===== config.mk =====
export PLATFORM = sky130hd
export DESIGN_NAME = char_lcd_write_sequencer_top
export DESIGN_NICKNAME = d
export VERILOG_FILES = /design/src/sv/clws_pkg.sv /design/src/sv/char_lcd_write_sequencer_top.sv /design/src/sv/clws_front.sv /design/src/sv/clws_queue.sv /design/src/sv/clws_back.sv
export SDC_FILE = /design/constraint.sdc
export NUM_CORES = 1
export LEC_CHECK = 0
export ABC_CLOCK_PERIOD_IN_PS = 12770
export BUFFER_PORTS_ARGS = -buffer_cell sky130_fd_sc_hd__buf_2
export CAP_MARGIN = 5
export CORE_ASPECT_RATIO = 1.75
export CORE_MARGIN = 1.5
export CORE_UTILIZATION = 28
export CTS_BUF_LIST = sky130_fd_sc_hd__clkbuf_4 sky130_fd_sc_hd__clkbuf_8
export CTS_CLUSTER_DIAMETER = 80
export DETAILED_ROUTE_END_ITERATION = 10
export GPL_ROUTABILITY_DRIVEN = 0
export PLACE_DENSITY = 0.41
export SYNTH_ARGS = -nofsm -noshare
export SYNTH_HDL_FRONTEND = slang
export SYNTH_SLANG_ARGS = --single-unit
export TNS_END_PERCENT = 5

===== constraint.sdc =====
create_clock -name clk -period 12.77 [get_ports clk]
set_clock_uncertainty 0.15 [all_clocks]
set_input_delay 3.1925 -clock clk [delete_from_list [all_inputs] [get_ports clk]]
set_output_delay 3.1925 -clock clk [all_outputs]
set_load 0.02 [all_outputs]

===== src/sv/clws_pkg.sv =====
`timescale 1ns / 1ps
`default_nettype none

package clws_pkg;

  // Request kinds as they arrive on the opcode field.
  typedef enum logic [2:0] {
    OP_INIT   = 3'd0,
    OP_CMD    = 3'd1,
    OP_DATA   = 3'd2,
    OP_CURSOR = 3'd3,
    OP_GLYPH  = 3'd4
  } opcode_t;

  localparam int unsigned RUN_MAX         = 11;  // longest run of writes (glyph)
  localparam int unsigned RELEASE_MAX     = 10;  // writes released per request
  localparam int unsigned BACKLOG_CAP     = 32;  // backlog that a run may not exceed
  localparam int unsigned QUEUE_DEPTH_DEF = 4;

  localparam int unsigned RUN_LEN_W  = 4;  // holds 0..RUN_MAX
  localparam int unsigned BACKLOG_W  = 6;  // holds 0..BACKLOG_CAP + RUN_MAX

  localparam logic [7:0] CMD_FUNCTION_SET = 8'h38;
  localparam logic [7:0] CMD_DISPLAY_ON   = 8'h0C;
  localparam logic [7:0] CMD_CLEAR        = 8'h01;
  localparam logic [7:0] DDRAM_BASE       = 8'd128;
  localparam logic [7:0] LINE1_OFFSET     = 8'h40;
  localparam logic [7:0] CGRAM_BASE       = 8'd64;

  localparam logic RS_CMD  = 1'b0;
  localparam logic RS_DATA = 1'b1;

  // One classified request, as it waits between front and back.
  typedef struct packed {
    opcode_t     op;
    logic [7:0]  byte_value;
    logic [7:0]  cursor_cmd;
    logic [2:0]  glyph_slot;
    logic [63:0] glyph_rows;
  } run_desc_t;

  // Writes that the back end may now release, granted at each transfer.
  typedef struct packed {
    logic                 valid;
    logic [RUN_LEN_W-1:0] amount;
  } credit_grant_t;

  function automatic logic [RUN_LEN_W-1:0] run_length(input opcode_t op);
    logic [RUN_LEN_W-1:0] len;
    case (op)
      OP_INIT:   len = RUN_LEN_W'(3);
      OP_CMD:    len = RUN_LEN_W'(1);
      OP_DATA:   len = RUN_LEN_W'(1);
      OP_CURSOR: len = RUN_LEN_W'(1);
      OP_GLYPH:  len = RUN_LEN_W'(RUN_MAX);
      default:   len = '0;
    endcase
    return len;
  endfunction

endpackage

`default_nettype wire


===== src/sv/char_lcd_write_sequencer_top.sv =====
`timescale 1ns / 1ps
`default_nettype none

// Channel   Direction  Handshake               Payload
// in_       input      in_valid / in_ready     opcode, byte_value, row, column,
//                                              glyph_slot, glyph_rows
// out_      output     out_valid / out_ready   register_select, bus_byte, last_write
//
// At most one bus write leaves per cycle, while the back end holds credit and the
// output is not stalled; a glyph request is eleven writes, init three, command,
// data and cursor move one each, and an unused opcode none (run_length in clws_pkg).
// A request is taken in the cycle it arrives while the request queue has room,
// so the front keeps accepting while the back end or the output is stalled.
// Each request releases at most ten writes of the backlog; held writes go out
// once later requests release them, and a run that would overflow the
// backlog limit of 32 writes is dropped whole.
// Reset (rst_n low, synchronous) empties the queue, the backlog and the credits.

module char_lcd_write_sequencer_top #(
  parameter int unsigned QUEUE_DEPTH = clws_pkg::QUEUE_DEPTH_DEF
) (
  input  wire         clk,
  input  wire         rst_n,
  input  wire         in_valid,
  output logic        in_ready,
  input  wire  [2:0]  in_opcode,
  input  wire  [7:0]  in_byte_value,
  input  wire         in_row,
  input  wire  [5:0]  in_column,
  input  wire  [2:0]  in_glyph_slot,
  input  wire  [63:0] in_glyph_rows,
  output logic        out_valid,
  input  wire         out_ready,
  output logic        out_register_select,
  output logic [7:0]  out_bus_byte,
  output logic        out_last_write
);
  import clws_pkg::*;

  logic          push;
  run_desc_t     push_desc;
  logic          q_full;
  credit_grant_t grant;
  logic          q_pop;
  logic          q_valid;
  run_desc_t     q_desc;

  // The front classifies each request, keeps the backlog account and
  // grants release credits at every transfer.
  clws_front u_front (
    .clk           (clk),
    .rst_n         (rst_n),
    .in_valid      (in_valid),
    .in_ready      (in_ready),
    .in_opcode     (in_opcode),
    .in_byte_value (in_byte_value),
    .in_row        (in_row),
    .in_column     (in_column),
    .in_glyph_slot (in_glyph_slot),
    .in_glyph_rows (in_glyph_rows),
    .q_full        (q_full),
    .push          (push),
    .push_desc     (push_desc),
    .grant         (grant)
  );

  // Short queue of classified requests between the two halves.
  clws_queue #(
    .DEPTH (QUEUE_DEPTH)
  ) u_queue (
    .clk       (clk),
    .rst_n     (rst_n),
    .push      (push),
    .push_desc (push_desc),
    .full      (q_full),
    .pop       (q_pop),
    .pop_valid (q_valid),
    .pop_desc  (q_desc)
  );

  // The back end expands each request into its writes, one per cycle unless
  // out of credit or stalled, into the output register, spending one credit per write.
  clws_back #(
    .DEPTH (QUEUE_DEPTH)
  ) u_back (
    .clk                 (clk),
    .rst_n               (rst_n),
    .grant               (grant),
    .q_valid             (q_valid),
    .q_desc              (q_desc),
    .q_pop               (q_pop),
    .out_valid           (out_valid),
    .out_ready           (out_ready),
    .out_register_select (out_register_select),
    .out_bus_byte        (out_bus_byte),
    .out_last_write      (out_last_write)
  );

endmodule

`default_nettype wire


===== src/sv/clws_front.sv =====
`timescale 1ns / 1ps
`default_nettype none

module clws_front (
  input  wire                     clk,
  input  wire                     rst_n,
  input  wire                     in_valid,
  output logic                    in_ready,
  input  wire  [2:0]              in_opcode,
  input  wire  [7:0]              in_byte_value,
  input  wire                     in_row,
  input  wire  [5:0]              in_column,
  input  wire  [2:0]              in_glyph_slot,
  input  wire  [63:0]             in_glyph_rows,
  input  wire                     q_full,
  output logic                    push,
  output clws_pkg::run_desc_t     push_desc,
  output clws_pkg::credit_grant_t grant
);
  import clws_pkg::*;

  logic [BACKLOG_W-1:0] backlog_r, backlog_nxt;
  logic [BACKLOG_W-1:0] sum;
  logic [BACKLOG_W-1:0] held;
  logic [BACKLOG_W-1:0] release_cnt;
  logic [RUN_LEN_W-1:0] len;
  logic                 keep;
  logic                 xfer;
  opcode_t              op;

  assign op       = opcode_t'(in_opcode);
  assign in_ready = !q_full;
  assign xfer     = in_valid && in_ready;

  // The backlog counts writes that have been taken in but not yet released.
  // A run that would push it past its cap is dropped whole.
  always_comb begin
    len         = run_length(op);
    sum         = backlog_r + BACKLOG_W'(len);
    keep        = (len != '0) && (sum <= BACKLOG_W'(BACKLOG_CAP));
    held        = keep ? sum : backlog_r;
    release_cnt = (held < BACKLOG_W'(RELEASE_MAX)) ? held : BACKLOG_W'(RELEASE_MAX);
    backlog_nxt = xfer ? (held - release_cnt) : backlog_r;
  end

  always_comb begin
    push                 = xfer && keep;
    push_desc.op         = op;
    push_desc.byte_value = in_byte_value;
    push_desc.cursor_cmd = DDRAM_BASE + {2'b00, in_column} + (in_row ? LINE1_OFFSET : 8'h00);
    push_desc.glyph_slot = in_glyph_slot;
    push_desc.glyph_rows = in_glyph_rows;
    grant.valid          = xfer;
    grant.amount         = xfer ? release_cnt[RUN_LEN_W-1:0] : '0;
  end

  always_ff @(posedge clk) begin
    if (!rst_n) begin
      backlog_r <= '0;
    end else begin
      backlog_r <= backlog_nxt;
    end
  end

endmodule

`default_nettype wire


===== src/sv/clws_queue.sv =====
`timescale 1ns / 1ps
`default_nettype none

module clws_queue #(
  parameter int unsigned DEPTH = clws_pkg::QUEUE_DEPTH_DEF
) (
  input  wire                 clk,
  input  wire                 rst_n,
  input  wire                 push,
  input  clws_pkg::run_desc_t push_desc,
  output logic                full,
  input  wire                 pop,
  output logic                pop_valid,
  output clws_pkg::run_desc_t pop_desc
);
  import clws_pkg::*;

  localparam int unsigned PTR_W = $clog2(DEPTH);
  localparam int unsigned CNT_W = $clog2(DEPTH + 1);

  run_desc_t        slots_r [DEPTH];
  logic [PTR_W-1:0] wr_ptr_r, wr_ptr_nxt;
  logic [PTR_W-1:0] rd_ptr_r, rd_ptr_nxt;
  logic [CNT_W-1:0] count_r, count_nxt;
  logic             do_push, do_pop;

  assign full      = (count_r == CNT_W'(DEPTH));
  assign pop_valid = (count_r != '0);
  assign pop_desc  = slots_r[rd_ptr_r];
  assign do_push   = push && !full;
  assign do_pop    = pop && pop_valid;

  always_comb begin
    wr_ptr_nxt = wr_ptr_r;
    rd_ptr_nxt = rd_ptr_r;
    count_nxt  = count_r;
    if (do_push) begin
      wr_ptr_nxt = (wr_ptr_r == PTR_W'(DEPTH - 1)) ? '0 : wr_ptr_r + 1'b1;
    end
    if (do_pop) begin
      rd_ptr_nxt = (rd_ptr_r == PTR_W'(DEPTH - 1)) ? '0 : rd_ptr_r + 1'b1;
    end
    if (do_push && !do_pop) begin
      count_nxt = count_r + 1'b1;
    end else if (do_pop && !do_push) begin
      count_nxt = count_r - 1'b1;
    end
  end

  always_ff @(posedge clk) begin
    if (do_push) begin
      slots_r[wr_ptr_r] <= push_desc;
    end
  end

  always_ff @(posedge clk) begin
    if (!rst_n) begin
      wr_ptr_r <= '0;
      rd_ptr_r <= '0;
      count_r  <= '0;
    end else begin
      wr_ptr_r <= wr_ptr_nxt;
      rd_ptr_r <= rd_ptr_nxt;
      count_r  <= count_nxt;
    end
  end

endmodule

`default_nettype wire


===== src/sv/clws_back.sv =====
`timescale 1ns / 1ps
`default_nettype none

module clws_back #(
  parameter int unsigned DEPTH = clws_pkg::QUEUE_DEPTH_DEF
) (
  input  wire                     clk,
  input  wire                     rst_n,
  input  clws_pkg::credit_grant_t grant,
  input  wire                     q_valid,
  input  clws_pkg::run_desc_t     q_desc,
  output logic                    q_pop,
  output logic                    out_valid,
  input  wire                     out_ready,
  output logic                    out_register_select,
  output logic [7:0]              out_bus_byte,
  output logic                    out_last_write
);
  import clws_pkg::*;

  // Credits never exceed the writes held in the queue, the current run and
  // the output register.
  localparam int unsigned CREDIT_W = $clog2((DEPTH + 2) * RUN_MAX + 1);

  run_desc_t            cur_r, cur_nxt;
  logic                 cur_valid_r, cur_valid_nxt;
  logic [RUN_LEN_W-1:0] idx_r, idx_nxt;
  logic [CREDIT_W-1:0]  credit_r, credit_nxt;
  logic                 out_valid_r, out_valid_nxt;
  logic                 rs_r, rs_nxt;
  logic [7:0]           byte_r, byte_nxt;
  logic                 last_r, last_nxt;
  logic [RUN_LEN_W-1:0] len;
  logic                 is_last;
  logic                 load;
  logic                 w_rs;
  logic [7:0]           w_byte;
  logic [2:0]           row_sel;

  assign out_valid           = out_valid_r;
  assign out_register_select = rs_r;
  assign out_bus_byte        = byte_r;
  assign out_last_write      = last_r;

  // Write number idx_r of the current run.
  always_comb begin
    row_sel = 3'(idx_r - 1'b1);
    w_rs    = RS_CMD;
    w_byte  = cur_r.byte_value;
    case (cur_r.op)
      OP_INIT: begin
        w_byte = (idx_r == '0) ? CMD_FUNCTION_SET :
                 (idx_r == RUN_LEN_W'(1)) ? CMD_DISPLAY_ON : CMD_CLEAR;
      end
      OP_CMD: begin
        w_byte = cur_r.byte_value;
      end
      OP_DATA: begin
        w_rs   = RS_DATA;
        w_byte = cur_r.byte_value;
      end
      OP_CURSOR: begin
        w_byte = cur_r.cursor_cmd;
      end
      OP_GLYPH: begin
        if (idx_r == '0) begin
          w_byte = CGRAM_BASE + {2'b00, cur_r.glyph_slot, 3'b000};
        end else if (idx_r == RUN_LEN_W'(RUN_MAX - 2)) begin
          w_byte = cur_r.cursor_cmd;
        end else if (idx_r == RUN_LEN_W'(RUN_MAX - 1)) begin
          w_rs   = RS_DATA;
          w_byte = {5'b00000, cur_r.glyph_slot};
        end else begin
          w_rs   = RS_DATA;
          w_byte = cur_r.glyph_rows[{row_sel, 3'b000} +: 8];
        end
      end
      default: begin
        w_byte = cur_r.byte_value;
      end
    endcase
  end

  always_comb begin
    len     = run_length(cur_r.op);
    is_last = (idx_r == len - 1'b1);
    load    = cur_valid_r && (credit_r != '0) && (!out_valid_r || out_ready);
    q_pop   = q_valid && (!cur_valid_r || (load && is_last));

    cur_nxt       = cur_r;
    cur_valid_nxt = cur_valid_r;
    idx_nxt       = idx_r;
    if (load) begin
      idx_nxt = idx_r + 1'b1;
      if (is_last) begin
        cur_valid_nxt = 1'b0;
      end
    end
    if (q_pop) begin
      cur_nxt       = q_desc;
      cur_valid_nxt = 1'b1;
      idx_nxt       = '0;
    end

    credit_nxt = credit_r + CREDIT_W'(grant.valid ? grant.amount : '0) - CREDIT_W'(load);

    out_valid_nxt = out_valid_r;
    rs_nxt        = rs_r;
    byte_nxt      = byte_r;
    last_nxt      = last_r;
    if (load) begin
      out_valid_nxt = 1'b1;
      rs_nxt        = w_rs;
      byte_nxt      = w_byte;
      last_nxt      = is_last;
    end else if (out_ready) begin
      out_valid_nxt = 1'b0;
    end
  end

  always_ff @(posedge clk) begin
    cur_r  <= cur_nxt;
    rs_r   <= rs_nxt;
    byte_r <= byte_nxt;
    last_r <= last_nxt;
    if (!rst_n) begin
      cur_valid_r <= 1'b0;
      idx_r       <= '0;
      credit_r    <= '0;
      out_valid_r <= 1'b0;
    end else begin
      cur_valid_r <= cur_valid_nxt;
      idx_r       <= idx_nxt;
      credit_r    <= credit_nxt;
      out_valid_r <= out_valid_nxt;
    end
  end

endmodule

`default_nettype wire

Word level (Yosys, flattened, before mapping) --
Memory sizes are Yosys's and may differ from the RTL's. A register that Yosys moved wholly into a read port is not among the register bits. Cells that the tools add are included.
Storage, ports and cells: flip-flop bits (word level) 36, bits of input ports 89, RAM bits 344, memories kept 1, output and inout bits 12
Memory list:
- u_queue.slots_r | depth 4, bits a word 86, read ports 1, clocked after memory_dff 1, wr ports 1, RTL line clws_queue.sv:21 | run_desc_t slots_r [DEPTH];
Operators by class: shifts and indexed selects 1, order comparisons 2, reduce and logical (&&, ||, !) cells 32, eq/ne operators 15, bitwise operators 1, multiplexer cells 26, add/sub/neg operators 14
Operators by type and width (count):
- 64-bit by 7-bit indexed part select with 8-bit output | 1
- 8-bit 2-to-1 mux | 4
- 4-bit one-hot mux with 3 select lines | 2
- 8-bit one-hot mux with 3 select lines | 1
- 3-bit by 2-bit == test with 1-bit output, second input constant | 4
- 6-bit 2-to-1 mux | 2
- 1-bit logical AND | 11
- 3-bit == test, second input constant | 3
- 1-bit 2-to-1 mux | 9
- 7-bit by 6-bit adder with 8-bit output, first input constant | 1
- 8-bit by 6-bit adder with 8-bit output, first input constant | 1
- 8-bit adder | 1
- 4-bit == test, second input constant | 2
- 4-bit 2-to-1 mux | 2
- 2-bit nonzero test | 4
- 7-bit adder | 1
- 7-bit 2-to-1 mux | 1
- 7-bit nonzero test | 1
- 7-bit by 1-bit subtractor with 7-bit output | 1
- 6-bit by 4-bit adder with 6-bit output | 1
- 3-bit by 1-bit == test with 1-bit output, second input constant | 2
- 6-bit less-or-equal comparator, second input constant | 1
- 3-bit zero test | 2
- 6-bit by 4-bit < comparator with 1-bit output, second input constant | 1
- other kinds (21) | 32

Longest topological paths before layout --
Gate-level depths: netlist of the first run.
depth after elaboration 12, mapped depth 22, mapped depth without buffers 21

By module --
A second synthesis of the first run with hierarchy kept.
Unflattened totals: cells, all modules 1062, area total of the unflattened synthesis 19453.7 sq um
By module, submodules not included:
- clws_queue | sequential area each 10510.1 sq um, area each 12918.6 sq um, cells each 501, times used 1
- clws_back | sequential area each 3143.0 sq um, area each 4984.8 sq um, cells each 361, times used 1
- clws_front | sequential area each 120.1 sq um, area each 1550.2 sq um, cells each 200, times used 1

Least setup slack after synthesis of the first run --
No wires, ideal clock.
path kind input port to flip-flop, from input port in_opcode[1], to memory u_queue.slots_r[0][0] (netlist name), enable pin, data arrival time 7138 ps, path buffers 1, data required time 12167 ps, slack 5029 ps, setup time 453 ps, stages 10, cells stage by stage o21a_2 -> inv_1 -> ha_1 -> fa_1 -> buf_6 -> a31oi_2 -> xor2_1 -> o211ai_1 -> a21oi_2 -> and2_1
On the way: cells in the longest elaborated chain, start to end 10, elaborated cells on any way between the ends 15
RTL lines:
- start, declared | RTL line char_lcd_write_sequencer_top.sv:26 | input wire [2:0] in_opcode,
- 3-bit by 1-bit == test with 1-bit output or 3-bit by 2-bit == test with 1-bit output (tied branches) | RTL line clws_pkg.sv:50 | case (op)
- 3-bit OR reduction (no line)
- 4-bit one-hot mux with 3 select lines (*) | RTL line clws_pkg.sv:50
- 6-bit by 4-bit adder with 6-bit output | RTL line clws_front.sv:39 | sum = backlog_r + BACKLOG_W'(len);
- 6-bit less-or-equal comparator | RTL line clws_front.sv:40 | keep = (len != '0) && (sum <= BACKLOG_W'(BACKLOG_CAP));
- 1-bit logical AND (*) | RTL line clws_front.sv:40
- 1-bit logical AND (*) | RTL line clws_front.sv:47 | push = xfer && keep;
- 1-bit logical AND (*) | RTL line clws_queue.sv:30 | assign do_push = push && !full;
- via u_queue.do_push | RTL line clws_queue.sv:25 | logic do_push, do_pop;
- 1-bit 2-to-1 mux (*) | RTL line clws_queue.sv:51 | if (do_push) begin
- 1-bit 2-to-1 mux (implied by the code) (*) | RTL line clws_queue.sv:52 | slots_r[wr_ptr_r] <= push_desc;
- end, declared | RTL line clws_queue.sv:21
Mark *: on every way through the listed nets, which the timed path passes. The rest lies on a longest branch.

Final worst setup path of the first run --
from input port in_opcode[1], to memory u_queue.slots_r[3][63] (netlist name), enable pin
Same word-level chain as after synthesis.

==> impl_metrics.env, run 1 <==
export IMPL_busiest_layer="met2"
export IMPL_worst_pin_slew_ns=0.9080
export IMPL_htreeDepth=3
export IMPL_synthTopCellsByArea="edfxtp_1 (72%), mux4_2 (13%), dfxtp_1 (2.9%)"
export IMPL_whs_path_depth=2
export IMPL_syn_cell_area_sq_um=18040
export IMPL_yosys_area_top_type="edfxtp_1"
export IMPL_dp_cells=1772
export IMPL_rsz0062_at_grt="no"
export IMPL_core_sq_um=63500
export IMPL_grt_pass1_wl_mm=61.51
export IMPL_io_buffers=100
export IMPL_cap_violations=0
export IMPL_postCtsSetupBuffers=0
export IMPL_die_h_um=338.8
export IMPL_cts_sinks=461
export IMPL_crit_chain="buf_2, o21a_2, inv_1, ha_1, fa_1, a31oi_2, xor2_1, o211ai_1, a21oi_2, and2_4, buf_4"
export IMPL_nNetsFinal=1157
export IMPL_use_met1=0.1431
export IMPL_path_delay_family="compound AO/OA/AOI/OAI gates"
export IMPL_powerDensity_nw_per_um2=222.4
export IMPL_cp_max_fo=52
export IMPL_ant_nets=0
export IMPL_crit_path_start_kind="input pin"
export IMPL_initial_core_util=0.2840
export IMPL_die_width_um=194.9
export IMPL_synth_edf_count=435
export IMPL_slowest_delay_ns=0.79
export IMPL_hpwl_mm=24.73
export IMPL_layout_commonest_cell="edfxtp_1"
export IMPL_hp_class="flop to flop"
export IMPL_fin_cells=1899
export IMPL_rows=122
export IMPL_post_cts_resize_count=0
export IMPL_clock_path_buffers=3
export IMPL_p_total_mw=4.628
export IMPL_slew_limit_headroom=0.3895
export IMPL_die_area_sq_um=66010
export IMPL_synth_ff_type="edfxtp_1"
export IMPL_crit_type="input pin to flop"
export IMPL_cp_endpoint="u_queue.slots_r[3][63]$_DFFE_PP_"
export IMPL_drive_above_1_share=0.3208
export IMPL_synth_warnings=0
export IMPL_met2_usage=0.2316
export IMPL_multiInputGateArea_sq_um=4207
export IMPL_clock_latency_ns=0.63
export IMPL_num_io_pins=101
export IMPL_synthCells=891
export IMPL_nFillCells=6157
export IMPL_worstReg2RegStart="u_front.backlog_r[0]$_SDFFE_PN0P_"
export IMPL_cp_slowest_cell="buf_4"
export IMPL_crit_cells=11
export IMPL_timing_rr_end="u_queue.slots_r[3][63]$_DFFE_PP_"
export IMPL_syn_to_final_growth_pct=15.39
export IMPL_antenna_found_initial=10
export IMPL_vias=8712
export IMPL_setup_viol=0
export IMPL_layout_common_cells="edfxtp_1 (435), mux4_2 (101), buf_2 (100)"
export IMPL_post_route_drc_count=0
export IMPL_clock_fmax_ghz=0.1405
export IMPL_seq_area_sq_um=13590
export IMPL_met3_usage=0.02915
export IMPL_cts_clk_slew_worst_paths_ns=0.06
export IMPL_period_share=0.5573
export IMPL_period_needed_ns=7.117
export IMPL_utilization=0.3278
export IMPL_cp_end_kind="flop"
export IMPL_synth_distinct_cells=72
export IMPL_r2r_cells=8
export IMPL_leakage_nw=6.796
export IMPL_synth_top_area_frac=0.7242
export IMPL_wire_per_inst_um=21.54
export IMPL_globalRouteOverflowTotal=0
export IMPL_avgSynthCellArea_sq_um=20.24
export IMPL_hold_viol_final=0
export IMPL_critical_path_startpoint="in_opcode[1]"
export IMPL_syn_num_nets=1009
export IMPL_status="complete, no violations"
export IMPL_rrSetupSlack_ns=8.36
export IMPL_worst_ep_arrival_time_ns=7.19
export IMPL_first_iter_violations=510
export IMPL_routed_via_density=4.588
export IMPL_wl_mm=40.90
export IMPL_drv_slew=0
export IMPL_clockRootBuffer="clkbuf_8"
export IMPL_ir_worst_vdd_mv=0.09343
export IMPL_fin_area_sq_um=20810
export IMPL_synth_seq_area_share=0.7531
export IMPL_required_ns=12.84
export IMPL_tns_ns=0
export IMPL_ys_ff_latch=461
export IMPL_first_global_vias=9670
export IMPL_hold_buffers=0
export IMPL_grt_max_degree=53
export IMPL_placed_area_sq_um=19480
export IMPL_drt_pass1_iter_count=4
export IMPL_track_usage=0.1269
export IMPL_ys_async_sr_fraction=0
export IMPL_numCtsBuffers=71
export IMPL_tritoncts="built"
export IMPL_path_buf_inv=3
## logic make-up (layout without fill, tap and decap cells)
| kind of cell | count (synthesis) | in the layout | synth area share |
|---|---|---|---|
| fa+ha+maj | 29 | 29 | 0.02137 |
| flops | 461 | 461 | 0.7531 |
| xor+xnor | 15 | 15 | 0.007700 |
| buf+inv | 61 | 261 | 0.01429 |
| other cells | 0 | 2 | 0 |
| mux | 114 | 114 | 0.1336 |
| compound gates | 88 | 88 | 0.03337 |
| simple gates | 123 | 123 | 0.03663 |
## stage by stage
step | hold slack (ns) | setup WS [ns]
after floorplan | 0.3039 | 5.029
after global placement | 0.3411 | 4.971
after detailed placement | 0.3373 | 4.937
after CTS | 0.3494 | 5.609
after global routing | 0.3580 | 5.307
final | 0.3436 | 5.653
## flip-flops by register name, summed over array words and instances, names as in the netlist
| signal | cells |
|---|---|
| u_queue.wr_ptr_r | 2 |
| u_back.out_last_write | 1 |
| u_back.cur_r | 85 |
| u_back.out_bus_byte | 8 |
| u_back.out_register_select | 1 |
| u_queue.rd_ptr_r | 2 |
| u_back.idx_r | 4 |
| u_back.cur_valid_r | 1 |
| u_back.out_valid | 1 |
| u_queue.slots_r | 340 |
| u_queue.count_r | 3 |
| u_back.credit_r | 7 |
| u_front.backlog_r | 6 |
## cells in the mapped netlist, drive strengths merged, types with 3 or more instances
cell / number
a211oi: 4
a21o: 5
a21oi: 21
a22oi: 3
a31oi: 4
and2: 11
and3: 4
buf: 16
clkbuf: 19
dfxtp: 26
edfxtp: 435
fa: 3
ha: 26
inv: 25
mux2i: 12
mux4: 101
nand2: 29
nand2b: 5
nand3: 9
nand4: 4
nor2: 29
nor2b: 5
nor3: 5
o21a: 4
o21ai: 25
o31ai: 4
or2: 3
or3: 3
or4: 5
xnor2: 6
xor2: 9
## worst min-delay path: cells and delay by family, from the launching register on
family	cells	cell delay, ns
AO/OA/AOI/OAI	1	0.05
flip-flops	1	0.33
AND/OR/NAND/NOR	1	0.06
## final cells by class
class,count,share of cell area
Sequential cell,461,0.6531
Multi-Input combinational cell,369,0.2021
Clock buffer,100,0.05741
Tap cell,806,0.04846
Timing Repair Buffer,110,0.02765
Clock inverter,25,0.006312
Inverter,26,0.004749
Antenna cell,2,0.0002405
## power by group
part / switching [mW] / internal (mW) / total (mW)
logic: 0.697 / 0.550 / 1.25
registers: 0.159 / 2.05 / 2.21
clock network: 0.566 / 0.607 / 1.17
## worst min-delay path by stage
stage | from | slack [ns] | endpoint
finish | u_front.backlog_r[0]$_SDFFE_PN0P_ | 0.34 | u_front.backlog_r[0]$_SDFFE_PN0P_
global route | u_front.backlog_r[0]$_SDFFE_PN0P_ | 0.36 | u_front.backlog_r[0]$_SDFFE_PN0P_
CTS | u_back.cur_valid_r$_SDFFE_PN0P_ | 0.35 | u_back.out_valid$_SDFFE_PN0P_
detailed placement | u_back.cur_valid_r$_SDFFE_PN0P_ | 0.34 | u_back.out_valid$_SDFFE_PN0P_
global placement | u_front.backlog_r[0]$_SDFFE_PN0P_ | 0.34 | u_front.backlog_r[0]$_SDFFE_PN0P_
floorplan | u_front.backlog_r[0]$_SDFFE_PN0P_ | 0.30 | u_front.backlog_r[0]$_SDFFE_PN0P_
## layer usage
metal / up-vias / share of wire
met4: 14 / 0.019
met5: - / 0.0021
met3: 62 / 0.045
met2: 208 / 0.54
met1: 4492 / 0.40
li1: 3936 / -
Power figures use the tool's default switching activity.
==> run 2: changes to the inputs <==
--- a/config.mk
+++ b/config.mk
@@ -5,7 +5,7 @@
 export SDC_FILE = /design/constraint.sdc
 export NUM_CORES = 1
 export LEC_CHECK = 0
-export ABC_CLOCK_PERIOD_IN_PS = 12770
+export ABC_CLOCK_PERIOD_IN_PS = 6800
 export BUFFER_PORTS_ARGS = -buffer_cell sky130_fd_sc_hd__buf_2
 export CAP_MARGIN = 5
 export CORE_ASPECT_RATIO = 1.75
==> constraint.sdc (replaced) <==
create_clock -name clk -period 6.8 [get_ports clk]
set_clock_uncertainty 0.15 [all_clocks]
set_input_delay 1.7 -clock clk [delete_from_list [all_inputs] [get_ports clk]]
set_output_delay 1.7 -clock clk [all_outputs]
set_load 0.02 [all_outputs]
==> run 2 against run 1 <==
Compared with the run above: combinational power grew 92%; via count grew 0.92%; total power grew 91%; critical path type unchanged; non-clock buffer count grew 12; flip-flop and latch count is the same; largest power group unchanged.
==> impl_metrics.env, run 2 (synthesis gave the netlist of run 1 again) <==
export IMPL_crit_type="input pin to flop"
export IMPL_routed_via_density=4.603
export IMPL_path_buf_inv=3
export IMPL_cts_sinks=461
export IMPL_htreeDepth=3
export IMPL_use_met1=0.1457
export IMPL_vias=8792
export IMPL_leakage_nw=6.921
export IMPL_clockRootBuffer="clkbuf_8"
export IMPL_clock_fmax_ghz=0.1773
export IMPL_track_usage=0.1288
export IMPL_met2_usage=0.2362
export IMPL_post_route_drc_count=0
export IMPL_io_buffers=100
export IMPL_cp_slowest_cell="fa_1"
export IMPL_hold_buffers=0
export IMPL_hp_class="flop to flop"
export IMPL_layout_common_cells="edfxtp_1 (435), mux4_2 (101), buf_2 (100)"
export IMPL_grt_pass1_wl_mm=62.13
export IMPL_nNetsFinal=1170
export IMPL_worst_pin_slew_ns=0.9183
export IMPL_layout_commonest_cell="edfxtp_1"
export IMPL_antenna_found_initial=12
export IMPL_crit_chain="buf_2, o21a_2, inv_1, ha_1, fa_1, a31oi_2, xor2_1, o211a_2, or4_4, a41oi_2, nand2_1, nand2_1, ha_1, inv_1, fa_1, a21o_1, a21oi_1, nor2b_1, nor2_1, o21bai_1, xnor2_1, nor2_1"
export IMPL_drt_pass1_iter_count=6
export IMPL_hold_viol_final=0
export IMPL_die_h_um=338.8
export IMPL_initial_core_util=0.2840
export IMPL_worst_ep_arrival_time_ns=6.00
export IMPL_syn_to_final_growth_pct=16.70
export IMPL_wire_per_inst_um=21.84
export IMPL_largest_reg_flops=340
export IMPL_first_iter_violations=474
export IMPL_globalRouteOverflowTotal=0
export IMPL_rsz0062_at_grt="no"
export IMPL_status="complete, no violations"
export IMPL_cts_clk_slew_worst_paths_ns=0.07
export IMPL_powerDensity_nw_per_um2=421.0
export IMPL_dp_cells=1784
export IMPL_drv_slew=0
export IMPL_clock_path_buffers=3
export IMPL_slew_limit_headroom=0.3878
export IMPL_met3_usage=0.02826
export IMPL_die_area_sq_um=66010
export IMPL_tritoncts="built"
export IMPL_required_ns=7.16
export IMPL_post_cts_resize_count=0
export IMPL_cap_violations=0
export IMPL_rows=122
export IMPL_core_sq_um=63500
export IMPL_numCtsBuffers=72
export IMPL_period_needed_ns=5.639
export IMPL_setup_viol=0
export IMPL_drive_above_1_share=0.3285
export IMPL_cp_end_kind="flop"
export IMPL_period_share=0.8293
export IMPL_postCtsSetupBuffers=0
export IMPL_grt_max_degree=48
export IMPL_wl_mm=41.71
export IMPL_top_register="u_queue.slots_r"
export IMPL_ir_worst_vdd_mv=0.2840
export IMPL_busiest_layer="met2"
export IMPL_first_global_vias=9569
export IMPL_ant_nets=0
export IMPL_die_width_um=194.9
export IMPL_num_io_pins=101
export IMPL_hpwl_mm=25.88
export IMPL_crit_path_start_kind="input pin"
export IMPL_tns_ns=0
export IMPL_cp_max_fo=7
export IMPL_slowest_delay_ns=0.53
export IMPL_clock_latency_ns=0.64
export IMPL_path_delay_family="compound AO/OA/AOI/OAI gates"
export IMPL_fin_cells=1910
==> run 2: cell types whose count changed in the layout (fill, tap and decap cells not counted), sizes merged <==
cell and delta:
inv +1, clkinvlp -3, buf +12, clkbuf -7, bufinv +3, clkinv +5
==> run 2: worst register-to-register path: stages (launching register included) <==
cell and delay (ns):
dfxtp_1 0.35, ha_1 0.27, fa_1 0.53, a31oi_2 0.34, xor2_1 0.14, o211a_2 0.20
or4_4 0.43, a41oi_2 0.34, nand2_1 0.10, nand2_1 0.08, ha_1 0.12, inv_1 0.06
fa_1 0.46, a21o_1 0.18, a21oi_1 0.18, nor2b_1 0.08, nor2_1 0.08, o21bai_1 0.08
xnor2_1 0.16, nor2_1 0.05
==> run 2: area by class of cell <==
cell class,count,area (sq um)
Sequential cell,461,13590
Clock inverter,31,256.5
Tap cell,806,1008
Inverter,26,98.84
Antenna cell,2,5.005
Timing Repair Buffer,122,728.2
Clock buffer,93,1155
Fill cell,6142,42450
Multi-Input combinational cell,369,4207
==> run 2: per-stage QoR <==
step / power (mW) / cell area (sq um) / hold WS [ns] / worst slack [ns] / utilization
2_1_floorplan: 5.803 / 18040 / 0.3039 / 0.5516 / -
3_3_place_gp: 6.713 / 19630 / 0.3421 / 0.6108 / 0.3092
3_5_place_dp: 6.720 / 19630 / 0.3451 / 0.5512 / 0.3092
4_1_cts: 9.107 / 21050 / 0.3529 / 1.244 / 0.3314
5_1_grt: 9.391 / 21050 / 0.3732 / 0.9491 / 0.3315
6_report: 8.863 / 21050 / 0.3548 / 1.161 / 0.3315
==> run 2: final timing paths <==
| path | start | endpoint | slack, ns | cells past startpoint |
|---|---|---|---|---|
| hold / removal | u_back.cur_valid_r$_SDFFE_PN0P_ | u_back.out_valid$_SDFFE_PN0P_ | 0.35 | 2 |
| hold reg to reg | u_back.cur_valid_r$_SDFFE_PN0P_ | u_back.out_valid$_SDFFE_PN0P_ | 0.35 | 2 |
| setup / recovery | in_opcode[2] | u_back.credit_r[6]$_SDFF_PN0_ | 1.16 | 22 |
| setup reg to reg | u_front.backlog_r[0]$_SDFFE_PN0P_ | u_back.credit_r[6]$_SDFF_PN0_ | 2.30 | 19 |
==> run 2: per-layer routing <==
metal / up-vias / share of wire
met4: 8 / 0.026
met2: 193 / 0.54
met1: 4545 / 0.39
li1: 3958 / -
met3: 88 / 0.040
met5: - / 0.0011
==> run 2: report_power, final <==
part | switching [mW] | internal [mW] | total (mW) | leakage (nW)
clock | 1.09 | 1.24 | 2.33 | 0.745
combinational | 1.34 | 1.06 | 2.40 | 1.97
sequential | 0.289 | 3.84 | 4.13 | 4.21
total | 2.72 | 6.14 | 8.86 | 6.92
